[config.mk]
export PLATFORM = sky130hd
export DESIGN_NAME = fdr_isqrt
export DESIGN_NICKNAME = d
export VERILOG_FILES = /design/src/rtl/assert_macros.svh /design/src/rtl/fdr_pkg.sv /design/src/rtl/fdr_isqrt.sv
export SDC_FILE = /design/constraint.sdc
export NUM_CORES = 1
export LEC_CHECK = 0
export ABC_CLOCK_PERIOD_IN_PS = 3050
export BUFFER_PORTS_ARGS = -buffer_cell sky130_fd_sc_hd__buf_2
export CAP_MARGIN = 0
export CORE_MARGIN = 2
export CORE_UTILIZATION = 56
export CTS_CLUSTER_SIZE = 8
export DETAILED_ROUTE_END_ITERATION = 10
export PLACE_DENSITY_LB_ADDON = 0.15
export SYNTH_ARGS = -nofsm -noshare
export SYNTH_HDL_FRONTEND = slang
export SYNTH_SLANG_ARGS = --single-unit
[constraint.sdc]
create_clock -name clock -period 3.05 [get_ports clock]
set_input_delay 0.61 -clock clock [delete_from_list [all_inputs] [get_ports clock]]
set_output_delay 0.61 -clock clock [all_outputs]
set_load 0.01 [all_outputs]
[src/rtl/assert_macros.svh]
// Assertion helpers shared by the RTL.
`ifndef ASSERT_MACROS_SVH
`define ASSERT_MACROS_SVH

// Antecedent implies consequent in the same cycle.
`define ASSERT_SAME(label, clk, rst, ante, cons) \
   label: assert property (@(posedge clk) disable iff (rst) (ante) |-> (cons)) \
      else $error("same-cycle check failed");

// Antecedent implies consequent in the next cycle.
`define ASSERT_NEXT(label, clk, rst, ante, cons) \
   label: assert property (@(posedge clk) disable iff (rst) (ante) |=> (cons)) \
      else $error("next-cycle check failed");

`endif

[src/rtl/fdr_pkg.sv]
package fdr_pkg;

   typedef struct packed {
      logic signed [15:0] cos_incident;
      logic [15:0]        index_incident;
      logic [15:0]        index_transmit;
   } fdr_req_type;

   typedef struct packed {
      logic [15:0] reflectance;
      logic        total_internal;
   } fdr_rsp_type;

   localparam logic [15:0] ONE_Q15 = 16'h8000;

   // squared transmitted cosine (Q0.30, at most 2^30) and its root
   localparam int SQ_IN_W  = 31;
   localparam int SQ_OUT_W = 16;
   localparam int SQ_STEPS = 16;

   // c2 = (rhs - lhs) / nt^2
   localparam int C2_NUM_W = 62;
   localparam int C2_DEN_W = 32;
   localparam int C2_QUO_W = 31;

   // amplitude ratio |x - y| * 2^16 / (x + y)
   localparam int AR_NUM_W = 48;
   localparam int AR_DEN_W = 32;
   localparam int AR_QUO_W = 17;

   // side data riding along the first divider and the root: tir, m, ni, nt
   localparam int SIDE_W = 49;

endpackage

[src/rtl/fdr_isqrt.sv]
module fdr_isqrt #(
   parameter int SW = 1
) (
   input  logic                           clock,
   input  logic                           reset,
   input  logic                           in_valid,
   input  logic [fdr_pkg::SQ_IN_W-1:0]    in_val,
   input  logic [SW-1:0]                  in_side,
   output logic                           out_valid,
   output logic [fdr_pkg::SQ_OUT_W-1:0]   out_root,
   output logic [SW-1:0]                  out_side
);
   import fdr_pkg::*;

   // digit-by-digit root, one result bit per stage
   localparam int VW = SQ_IN_W + 1;

   logic          valid_ff [SQ_STEPS];
   logic [VW-1:0] val_ff   [SQ_STEPS];
   logic [VW-1:0] res_ff   [SQ_STEPS];
   logic [SW-1:0] side_ff  [SQ_STEPS];

   logic          st_valid [SQ_STEPS];
   logic [VW-1:0] st_val   [SQ_STEPS];
   logic [VW-1:0] st_res   [SQ_STEPS];
   logic [SW-1:0] st_side  [SQ_STEPS];

   logic [VW-1:0] trial    [SQ_STEPS];
   logic          take     [SQ_STEPS];
   logic [VW-1:0] val_in   [SQ_STEPS];
   logic [VW-1:0] res_in   [SQ_STEPS];

   for (genvar k = 0; k < SQ_STEPS; k++) begin : g_stage
      localparam int BitPos = 2 * (SQ_STEPS - 1 - k);
      localparam logic [VW-1:0] Bit = VW'(1) << BitPos;

      if (k == 0) begin : g_first
         assign st_valid[k] = in_valid;
         assign st_val[k]   = VW'(in_val);
         assign st_res[k]   = '0;
         assign st_side[k]  = in_side;
      end else begin : g_next
         assign st_valid[k] = valid_ff[k-1];
         assign st_val[k]   = val_ff[k-1];
         assign st_res[k]   = res_ff[k-1];
         assign st_side[k]  = side_ff[k-1];
      end

      assign trial[k]  = st_res[k] + Bit;
      assign take[k]   = st_val[k] >= trial[k];
      assign val_in[k] = take[k] ? (st_val[k] - trial[k]) : st_val[k];
      assign res_in[k] = take[k] ? ((st_res[k] >> 1) + Bit) : (st_res[k] >> 1);

      always_ff @(posedge clock) begin
         if (reset) begin
            valid_ff[k] <= 1'b0;
         end else begin
            valid_ff[k] <= st_valid[k];
         end
      end

      always_ff @(posedge clock) begin
         val_ff[k]  <= val_in[k];
         res_ff[k]  <= res_in[k];
         side_ff[k] <= st_side[k];
      end
   end

   assign out_valid = valid_ff[SQ_STEPS-1];
   assign out_root  = res_ff[SQ_STEPS-1][SQ_OUT_W-1:0];
   assign out_side  = side_ff[SQ_STEPS-1];

endmodule

==> out/metrics.cfg, run 1 <==
[run_status]
status=complete, no violations

[layout]
syn2layout_area_growth_pct=15.8
diodes=0
fillers=3196
stdcell_area_um2=27300
layout_commonest_cell=dfxtp_1
finalNetCount=2603
final_cell_mix=dfxtp_1 (648), inv_1 (181), ha_1 (148)
fin_util=0.654
drive_gt1_frac=0.105

[detailed_routing]
num_vias=15995
wl_met3_um=1460
viasPerCell=5.40
totalWireLength_um=47200
drc=0
routed.top_layer=met4
m1WireLength_um=17400
drt-initial-drc-count=641
first_pass_iters=5
postRouteAntennaNets=0
wl_met2_um=26600
wl_per_cell_um=15.9

[setup_path]
timing_worst_setup_path_type=reg2reg
end_kind=flop
crit_buf_inv=2
critPathRequiredTime_ns=3.55
cp_slowest_cell=or4_4
path_cells=or4_4 -> or3_4 -> or4_4 -> or3_4 -> or2_4 -> buf_12 -> buf_4 -> nor2_1 -> a21oi_1
crit_family=simple AND/OR/NAND/NOR gates
crit_fanout=10
max_stage_delay_ns=0.56
startpoint_type=flop
critPathArrivalTime_ns=3.42

[grt]
antenna_found_initial=0
grt_max_degree=29
grt_pass1_vias=16695
grt.total_usage=0.221
grt_pass1_wl_um=77900
gr-total-overflow=0

[cts]
clock-sinks=648
path_clk_slew_ns=0.05
cts_buffers=90
cts_tree=yes
cts-root-buf=clkbuf_16
clock_latency_ns=0.65
htreeDepth=3
clock_path_buffers=3

[timing]
rsz0062_at_grt=no
max_freq_mhz=342
worst_pin_slew_ns=0.660
fin_worst_skew_ns=0.0502
holdWs_ns=0.0581
slew_viol_final=0
timing.final.crit_period_ns=2.92
relSlewSlack=0.554
post-route-period-util=0.958
hold_viol_final=0
tns_ns=0
setup_violations=0

[logic_synthesis]
ys_ff_latch=648
ys.flop_type=dfxtp_1
ys_types=76
synth_area_per_cell_um2=10.4
async_flop_share=0
synth_edf_count=0
ys_seq_area_frac=0.550
syn-cell-area_um2=23600
syn_inst=2260
synth_warnings=0

[floorplanning]
rows=75
die-area_um2=43800
fp.dieW_um=209
ioPinCount=53
core_um2=41800
fp.dieH_um=209
start_util=0.565

[power_and_ir_drop]
fin_total_pwr_mw=26.9
peakVddDrop_v=0.000752
leakagePower_nw=12.4
p_per_area_nw_per_um2=983

[worst_hold_path]
holdCritPathClass=in2reg

[placed_design]
numPortBuffers=52
finalWeightedCongestion=0.909
placed_area_um2=24800
hpwlAfterDp_um=35700

[job]
drv_cap=0

[cells by family (layout without fill, tap and decap cells)]
kind of cell,Yosys count,count (layout),share of synthesized area
flops,648,648,0.550
simple gates,619,619,0.142
mux,32,32,0.0152
buf+inv,215,379,0.0352
xor+xnor,201,201,0.0746
other cells,1,2,0.000159
fa+ha+maj,148,148,0.0785
compound gates,396,396,0.105
[through the flow]
| step | instances | setup slack, ns |
|---|---|---|
| final | 2964 | 0.128 |
| after global routing | 2964 | 0.0166 |
| after CTS | 2962 | 0.0805 |
| after detailed placement | 2865 | 0.0737 |
| after global placement | 2865 | 0.0887 |
| after floorplan | 2261 | 0.0183 |
[worst paths after layout]
kind                          startpoint                endpoint  slack [ns]  cells past startpoint
setup reg to reg  val_ff[1][148]$_DFF_P_  val_ff[1][170]$_DFF_P_        0.13                      9
hold reg to reg    side_ff[0][3]$_DFF_P_   side_ff[0][4]$_DFF_P_        0.32                      0
hold / removal                in_val[12]   val_ff[0][12]$_DFF_P_        0.06                      1
setup / recovery  val_ff[1][148]$_DFF_P_  val_ff[1][170]$_DFF_P_        0.13                      9
[Yosys cell counts (5+ instances only)]
master / number / area, um2
mux2_2: 23 / 259
nor4b_1: 17 / 149
nor4_1: 76 / 475
a21o_1: 21 / 158
nand4_1: 21 / 131
mux2i_1: 7 / 70.1
nand4b_1: 8 / 70.1
a21boi_0: 7 / 52.6
ha_1: 148 / 1850
dfxtp_1: 648 / 13000
nor2_1: 119 / 447
nand3_1: 25 / 125
o21a_1: 30 / 225
o21ai_0: 125 / 626
clkbuf_1: 27 / 101
or4_1: 17 / 128
o211ai_1: 13 / 97.6
nor2b_1: 37 / 231
nand3b_1: 11 / 82.6
and3_1: 6 / 37.5
o31ai_1: 12 / 90.1
nand2b_1: 26 / 163
a211o_1: 8 / 70.1
nor3b_1: 7 / 52.6
xor2_1: 109 / 955
xnor2_1: 92 / 806
o211a_1: 5 / 50.1
inv_1: 181 / 679
o21bai_1: 6 / 45.0
nand2_1: 126 / 473
a21oi_1: 108 / 541
and2_1: 8 / 50.1
nor3_1: 54 / 270
or3_1: 29 / 181
a2111oi_0: 8 / 70.1
or2_2: 11 / 68.8
[state kept, by name, summed over array words and instances (netlist names)]
name,flops
res_ff,136
valid_ff,16
val_ff,480
side_ff,16
[report_power, final]
group | switching, mW | internal, mW | total (mW) | leakage, nW
clock network | 3.42 | 5.23 | 8.64 | 1.19
logic | 3.44 | 3.07 | 6.51 | 5.80
registers | 1.31 | 10.4 | 11.7 | 5.43
[timing repair]
item / in CTS / in global routing
resized for setup: 1 / 7
buffers inserted: 0 / 2
pin swaps: 0 / 2
hold buffers: 0 / 0
setup endpoints to repair: 1 / 32
[cell type report]
type / count / area, um2 / share of cell area
sequential: 648 / 13000 / 0.475
multi-input combinational: 1398 / 9850 / 0.361
clock buffer: 90 / 2250 / 0.0824
timing repair buffer: 101 / 691 / 0.0253
inverter: 181 / 679 / 0.0249
tap: 539 / 674 / 0.0247
clock inverter: 7 / 200 / 0.00733
[worst reg2reg max path: stages, from the launching register on]
cell and delay [ns]:
dfxtp_1 0.30, or4_4 0.56, or3_4 0.40, or4_4 0.43, or3_4 0.42, or2_4 0.27, buf_12 0.14, buf_4 0.17
nor2_1 0.09, a21oi_1 0.05
[layer usage]
layer	vias to the layer above	GRT usage
met4	0	0.105
met5	-	0
met2	283	0.448
met1	7468	0.207
met3	121	0.0452
li1	8123	-
(Power assumes the default switching activity.)
==> run 2, diff against run 1 <==
--- a/config.mk
+++ b/config.mk
@@ -5,11 +5,11 @@
 export SDC_FILE = /design/constraint.sdc
 export NUM_CORES = 1
 export LEC_CHECK = 0
-export ABC_CLOCK_PERIOD_IN_PS = 3050
+export ABC_CLOCK_PERIOD_IN_PS = 3630
 export BUFFER_PORTS_ARGS = -buffer_cell sky130_fd_sc_hd__buf_2
 export CAP_MARGIN = 0
 export CORE_MARGIN = 2
-export CORE_UTILIZATION = 56
+export CORE_UTILIZATION = 53
 export CTS_CLUSTER_SIZE = 8
 export DETAILED_ROUTE_END_ITERATION = 10
 export PLACE_DENSITY_LB_ADDON = 0.15
==> constraint.sdc (replaced) <==
create_clock -name clock -period 3.63 [get_ports clock]
set_input_delay 0.726 -clock clock [delete_from_list [all_inputs] [get_ports clock]]
set_output_delay 0.726 -clock clock [all_outputs]
set_load 0.01 [all_outputs]
==> run 2 against run 1 <==
  * Count of clock-buffer cells in the layout rose by 3
  * Clock power fell by 15%
  * Total power fell by 16%
  * Sequential power fell by 16%
  * Utilization fell by 3.7 points
  * Combinational power fell by 17%
  * Die area rose by 5.6%
  * Sequential share of layout area rose by 0.24 points
  * Non-clock buffer count fell by 22
==> out/metrics.cfg, run 2 (synthesis results as in run 1) <==
[cts]
htreeDepth=3  ; unchanged
clock_path_buffers=3  ; unchanged
post_cts_resized=0  ; -1
cts_hold_buf=0  ; unchanged
clock-sinks=648  ; unchanged
cts_tree=yes
cts_buffers=91  ; +1.1%
path_clk_slew_ns=0.05  ; about the same
cts-root-buf=clkbuf_16
post_cts_buffers=0  ; unchanged
clock_latency_ns=0.65  ; about the same

[timing]
tns_ns=0  ; unchanged
timing.final.crit_period_ns=3.27  ; +0.346 ns
fin_worst_skew_ns=0.0422  ; -0.00807 ns
slew_viol_final=0  ; unchanged
post-route-period-util=0.900  ; -0.0579
rsz0062_at_grt=no
setup_violations=0  ; unchanged
holdWs_ns=0.177  ; +0.119 ns
relSlewSlack=0.397  ; -0.157
hold_viol_final=0  ; unchanged
max_freq_mhz=306  ; -11%
worst_pin_slew_ns=0.901  ; +0.242 ns

[layout]
drive_gt1_frac=0.0956  ; -0.00919
diodes=0  ; unchanged
largest_registers=val_ff (480), res_ff (136)
fillers=3606  ; +13%
finalNetCount=2582  ; -0.81%
seqCellArea_um2=13000  ; unchanged
final_cells=2999  ; +1.2%
stdcell_area_um2=27200  ; -0.50%
largest_reg_flops=480  ; unchanged
final_cell_mix=dfxtp_1 (648), inv_1 (181), ha_1 (148)
syn2layout_area_growth_pct=15.3
multiInputGateArea_um2=9820  ; -0.32%
largest_register=val_ff
layout_commonest_cell=dfxtp_1

[power_and_ir_drop]
leakagePower_nw=12.3  ; -0.92%
fin_total_pwr_mw=22.6  ; -16%
peakVddDrop_v=0.000541  ; -28%
p_per_area_nw_per_um2=830  ; -16%

[worst_hold_path]
min_from=in_val[15]
whs_path_depth=1  ; unchanged
holdCritPathClass=in2reg
hold_path_end=val_ff[0][15]$_DFF_P_

[detailed_routing]
num_vias=15822  ; -1.1%
drt-initial-drc-count=767  ; +20%
viasPerCell=5.28  ; -2.2%
wl_per_cell_um=15.8  ; -0.59%
drc=0  ; unchanged
first_pass_iters=7  ; +2
postRouteAntennaNets=0  ; unchanged
totalWireLength_um=47500  ; +0.59%

[setup_path]
startpoint_type=flop
crit_family=simple AND/OR/NAND/NOR gates
critPathRequiredTime_ns=4.13  ; +0.58 ns
cp_slowest_cell=or4_1
crit_buf_inv=1  ; -1
crit_fanout=20  ; +10
rrSetupSlack_ns=0.36  ; +0.23 ns
r2r_start=val_ff[1][90]$_DFF_P_
cpMostUsedCell=or4_1
timing_worst_setup_path_type=reg2reg
reg2reg_depth=7  ; -2
max_stage_delay_ns=0.61  ; +0.05 ns
critPathArrivalTime_ns=3.77  ; +0.35 ns
end_kind=flop
r2r-end=val_ff[1][111]$_DFF_P_
path_cells=or4_1 -> or4_1 -> a2111o_1 -> nor4_1 -> nor2_2 -> buf_12 -> mux2_2

[grt]
grt_pass1_vias=16763  ; +0.41%
gr-total-overflow=0  ; unchanged
grt_pass1_wl_um=78700  ; +1.0%
grt.total_usage=0.210  ; -0.0106
antenna_found_initial=0  ; unchanged
grt_max_degree=24  ; -17%

[run_status]
status=complete, no violations

[floorplanning]
start_util=0.536  ; -0.0291
fp.dieW_um=215  ; +2.7%
core_um2=44000  ; +5.4%
die-area_um2=46200  ; +5.6%
ioPinCount=53  ; unchanged
fp.dieH_um=215  ; +2.7%
rows=77  ; +2.7%

[placed_design]
post-place-cells=2898  ; +1.2%
placed_area_um2=24700  ; -0.49%
hpwlAfterDp_um=35900  ; +0.36%
numPortBuffers=52  ; unchanged
finalWeightedCongestion=0.951  ; +4.6%

[job]
drv_cap=0  ; unchanged

run 2: cell types whose count changed in the layout (fill, tap and decap cells not counted), sizes merged:
cell,change
inv,+1
clkbuf,+3
buf,-22
run 2: per-stage QoR:
stage	utilization	setup slack, ns
after global placement	0.561	0.312
after global routing	0.617	0.164
after CTS	0.617	0.282
after floorplan	-	0.598
final	0.617	0.362
after detailed placement	0.561	0.283
run 2: where the power goes:
group,switching (mW),internal [mW],total (mW)
Combinational,2.87,2.52,5.38
Sequential,1.10,8.74,9.84
Clock,2.89,4.45,7.35
run 2: worst max-delay path by stage:
stage,from,endpoint,slack [ns],cells past startpoint
finish,val_ff[1][90]$_DFF_P_,val_ff[1][111]$_DFF_P_,0.36,7
global route,val_ff[1][90]$_DFF_P_,val_ff[1][111]$_DFF_P_,0.16,7
CTS,val_ff[1][90]$_DFF_P_,val_ff[1][111]$_DFF_P_,0.28,7
detailed placement,val_ff[1][90]$_DFF_P_,val_ff[1][111]$_DFF_P_,0.28,7
global placement,val_ff[1][90]$_DFF_P_,val_ff[1][111]$_DFF_P_,0.31,7
floorplan,res_ff[13][17]$_DFF_P_,val_ff[1][208]$_DFF_P_,0.60,11
run 2: cell type report:
| class | count | share of cell area |
|---|---|---|
| sequential | 648 | 0.477 |
| multi-input combinational | 1398 | 0.361 |
| clock buffer | 93 | 0.0840 |
| tap | 592 | 0.0272 |
| inverter | 181 | 0.0250 |
| timing repair buffer | 79 | 0.0180 |
| clock inverter | 8 | 0.00732 |
run 2: worst register-to-register path, delay by kind of cell (launching register included):
family	cells	cell delay (ns)
AO/OA/AOI/OAI	1	0.32
multiplexers	1	0.28
buffers and inverters	1	0.23
AND/OR/NAND/NOR	4	2.01
flip-flops	1	0.32
run 2: metal layers:
| layer | up-vias | global-route usage | part of all wire |
|---|---|---|---|
| li1 | 8069 | - | - |
| met1 | 7350 | 0.195 | 0.37 |
| met2 | 284 | 0.427 | 0.56 |
| met3 | 119 | 0.0352 | 0.029 |
| met4 | 0 | 0.117 | 0.042 |
| met5 | - | 0 | 0 |
==> run 3, diff against run 2 <==
--- a/config.mk
+++ b/config.mk
@@ -12,7 +12,7 @@
 export CORE_UTILIZATION = 53
 export CTS_CLUSTER_SIZE = 8
 export DETAILED_ROUTE_END_ITERATION = 10
-export PLACE_DENSITY_LB_ADDON = 0.15
+export PLACE_DENSITY = 0.69
 export SYNTH_ARGS = -nofsm -noshare
 export SYNTH_HDL_FRONTEND = slang
 export SYNTH_SLANG_ARGS = --single-unit
==> run 3 against run 2 <==
  * Final area is 0.25% lower
  * Clock skew is 0.015 ns lower
  * Total power is 0.32% lower
  * Largest power group unchanged
  * Sequential share of layout area is 0.12 points higher
  * Count of clock-buffer cells in the layout is 2 lower
  * Wire length is 0.37% lower
  * Critical path depth stayed put
==> out/metrics.cfg, run 3 (synthesis results as in run 1) <==
[setup_path]
critPathArrivalTime_ns=3.63  ; -0.14 ns
reg2reg_depth=7  ; unchanged
crit_fanout=20  ; unchanged
startpoint_type=flop
timing_worst_setup_path_type=reg2reg
r2r-end=val_ff[1][111]$_DFF_P_
rrSetupSlack_ns=0.50  ; +0.13 ns
r2r_start=val_ff[1][90]$_DFF_P_
end_kind=flop
endpoint=val_ff[1][111]$_DFF_P_
critPathRequiredTime_ns=4.12  ; about the same
crit_start=val_ff[1][90]$_DFF_P_

[detailed_routing]
viasPerCell=5.34  ; +1.2%
postRouteAntennaNets=0  ; unchanged
first_pass_iters=5  ; -2
totalWireLength_um=47300  ; -0.37%
num_vias=15976  ; +0.97%
drt-initial-drc-count=821  ; +7.0%
wl_per_cell_um=15.8  ; -0.17%
drc=0  ; unchanged

[timing]
max_freq_mhz=319  ; +4.3%
fin_worst_skew_ns=0.0274  ; -0.0148 ns
worst_pin_slew_ns=0.747  ; -0.154 ns
tns_ns=0  ; unchanged
rsz0062_at_grt=no
slew_viol_final=0  ; unchanged
relSlewSlack=0.497  ; +0.0996
timing.final.crit_period_ns=3.13  ; -0.134 ns
setup_violations=0  ; unchanged
worst_slack_ns=0.496  ; +0.134 ns
hold_viol_final=0  ; unchanged
post-route-period-util=0.863  ; -0.0368

[placed_design]
dp_slack_ns=0.486  ; +0.203 ns
finalWeightedCongestion=0.977  ; +2.8%
hpwlAfterDp_um=35200  ; -1.8%
numPortBuffers=52  ; unchanged

[cts]
cts_hold_buf=0  ; unchanged
clock_latency_ns=0.62  ; -0.03 ns
path_clk_slew_ns=0.05  ; about the same
post_cts_buffers=0  ; unchanged
cts_buffers=90  ; -1.1%
post_cts_resized=0  ; unchanged
clock-sinks=648  ; unchanged
cts-root-buf=clkbuf_16
htreeDepth=3  ; unchanged
cts_tree=yes
clock_path_buffers=3  ; unchanged

[floorplanning]
fp.dieH_um=215  ; unchanged
die-area_um2=46200  ; unchanged
core_um2=44000  ; unchanged
start_util=0.536  ; unchanged
rows=77  ; unchanged
fp.dieW_um=215  ; unchanged
ioPinCount=53  ; unchanged

[power_and_ir_drop]
peakVddDrop_v=0.000512  ; -5.3%
p_int_mw=15.7  ; -0.20%
p_per_area_nw_per_um2=830  ; about the same
switching_share=0.303  ; -0.000830
p_clk_frac=0.323  ; -0.002
switchingPower_mw=6.82  ; -0.59%
combPwrFrac=0.240  ; +0.002
p_seq_frac=0.437  ; about the same
leakagePower_nw=12.3  ; -0.30%

[layout]
layout_commonest_cell=dfxtp_1
drive_gt1_frac=0.0941  ; -0.00143
finalNetCount=2579  ; -0.12%
largest_reg_flops=480  ; unchanged
fillers=3555  ; -1.4%
largest_registers=val_ff (480), res_ff (136)
largest_register=val_ff
final_cell_mix=dfxtp_1 (648), inv_1 (181), ha_1 (148)
syn2layout_area_growth_pct=15.0
diodes=0  ; unchanged

[worst_hold_path]
holdCritPathClass=in2reg

[run_status]
status=complete, no violations

[grt]
grt.total_usage=0.210  ; -0.000279
grt_max_degree=46  ; +92%
antenna_found_initial=0  ; unchanged
gr-total-overflow=0  ; unchanged
grt_pass1_vias=16916  ; +0.91%
grt_pass1_wl_um=79200  ; +0.64%

[job]
drv_cap=0  ; unchanged

run 3: changes by cell type in the layout (fill, tap and decap cells not counted):
cell / delta
buf_12: -1
buf_4: -1
clkinv_8: +1
clkbuf_1: -2
clkinv_4: -1
inv_16: -2
run 3: cell type report:
class / count / area, um2 / area share
Inverter: 181 / 679 / 0.0251
Tap cell: 592 / 741 / 0.0273
Clock buffer: 91 / 2280 / 0.0840
Clock inverter: 6 / 166 / 0.00614
Timing Repair Buffer: 77 / 460 / 0.0170
Sequential cell: 648 / 13000 / 0.478
Multi-Input combinational cell: 1398 / 9820 / 0.362
run 3: power by group through the flow:
stage | Clock, mW | Combinational [mW] | Sequential [mW]
detailed placement | 0 | 5.32 | 9.96
finish | 7.27 | 5.39 | 9.84
global placement | 0 | 5.19 | 9.93
global route | 7.76 | 6.08 | 10.0
floorplan | 0 | 4.27 | 9.60
CTS | 7.45 | 5.37 | 9.83
run 3: stage by stage:
stage	power (mW)	std cells	area (um2)	util	hold WS, ns
after floorplan	13.9	2261	23600	-	0.310
after global placement	15.1	2896	24700	0.560	0.310
after detailed placement	15.3	2896	24700	0.560	0.312
after CTS	22.7	2993	27100	0.616	0.154
after global routing	23.9	2993	27100	0.616	0.156
final	22.5	2993	27100	0.616	0.190
run 3: worst min path at each step:
stage,start,to,cells after the start
6_report,in_val[3],val_ff[0][3]$_DFF_P_,1
3_3_place_gp,side_ff[0][6]$_DFF_P_,side_ff[0][7]$_DFF_P_,0
2_1_floorplan,side_ff[0][0]$_DFF_P_,side_ff[0][1]$_DFF_P_,0
5_1_grt,in_val[9],val_ff[0][9]$_DFF_P_,1
3_5_place_dp,side_ff[1][1]$_DFF_P_,side_ff[1][2]$_DFF_P_,0
4_1_cts,in_val[20],val_ff[0][20]$_DFF_P_,1
run 3: per-layer routing:
metal,global-route usage,vias to the layer above,share of wire
met3,0.0399,144,0.031
met4,0.112,0,0.046
met2,0.423,303,0.55
met1,0.196,7453,0.37
met5,0,-,0
li1,-,8076,-
run 3: worst max-delay path, stage by stage, from the launching register on:
cell	delay [ns]
dfxtp_1	0.33
or4_1	0.54
or4_1	0.62
a2111o_1	0.33
nor4_1	0.55
nor2_2	0.10
buf_4	0.24
mux2_2	0.29
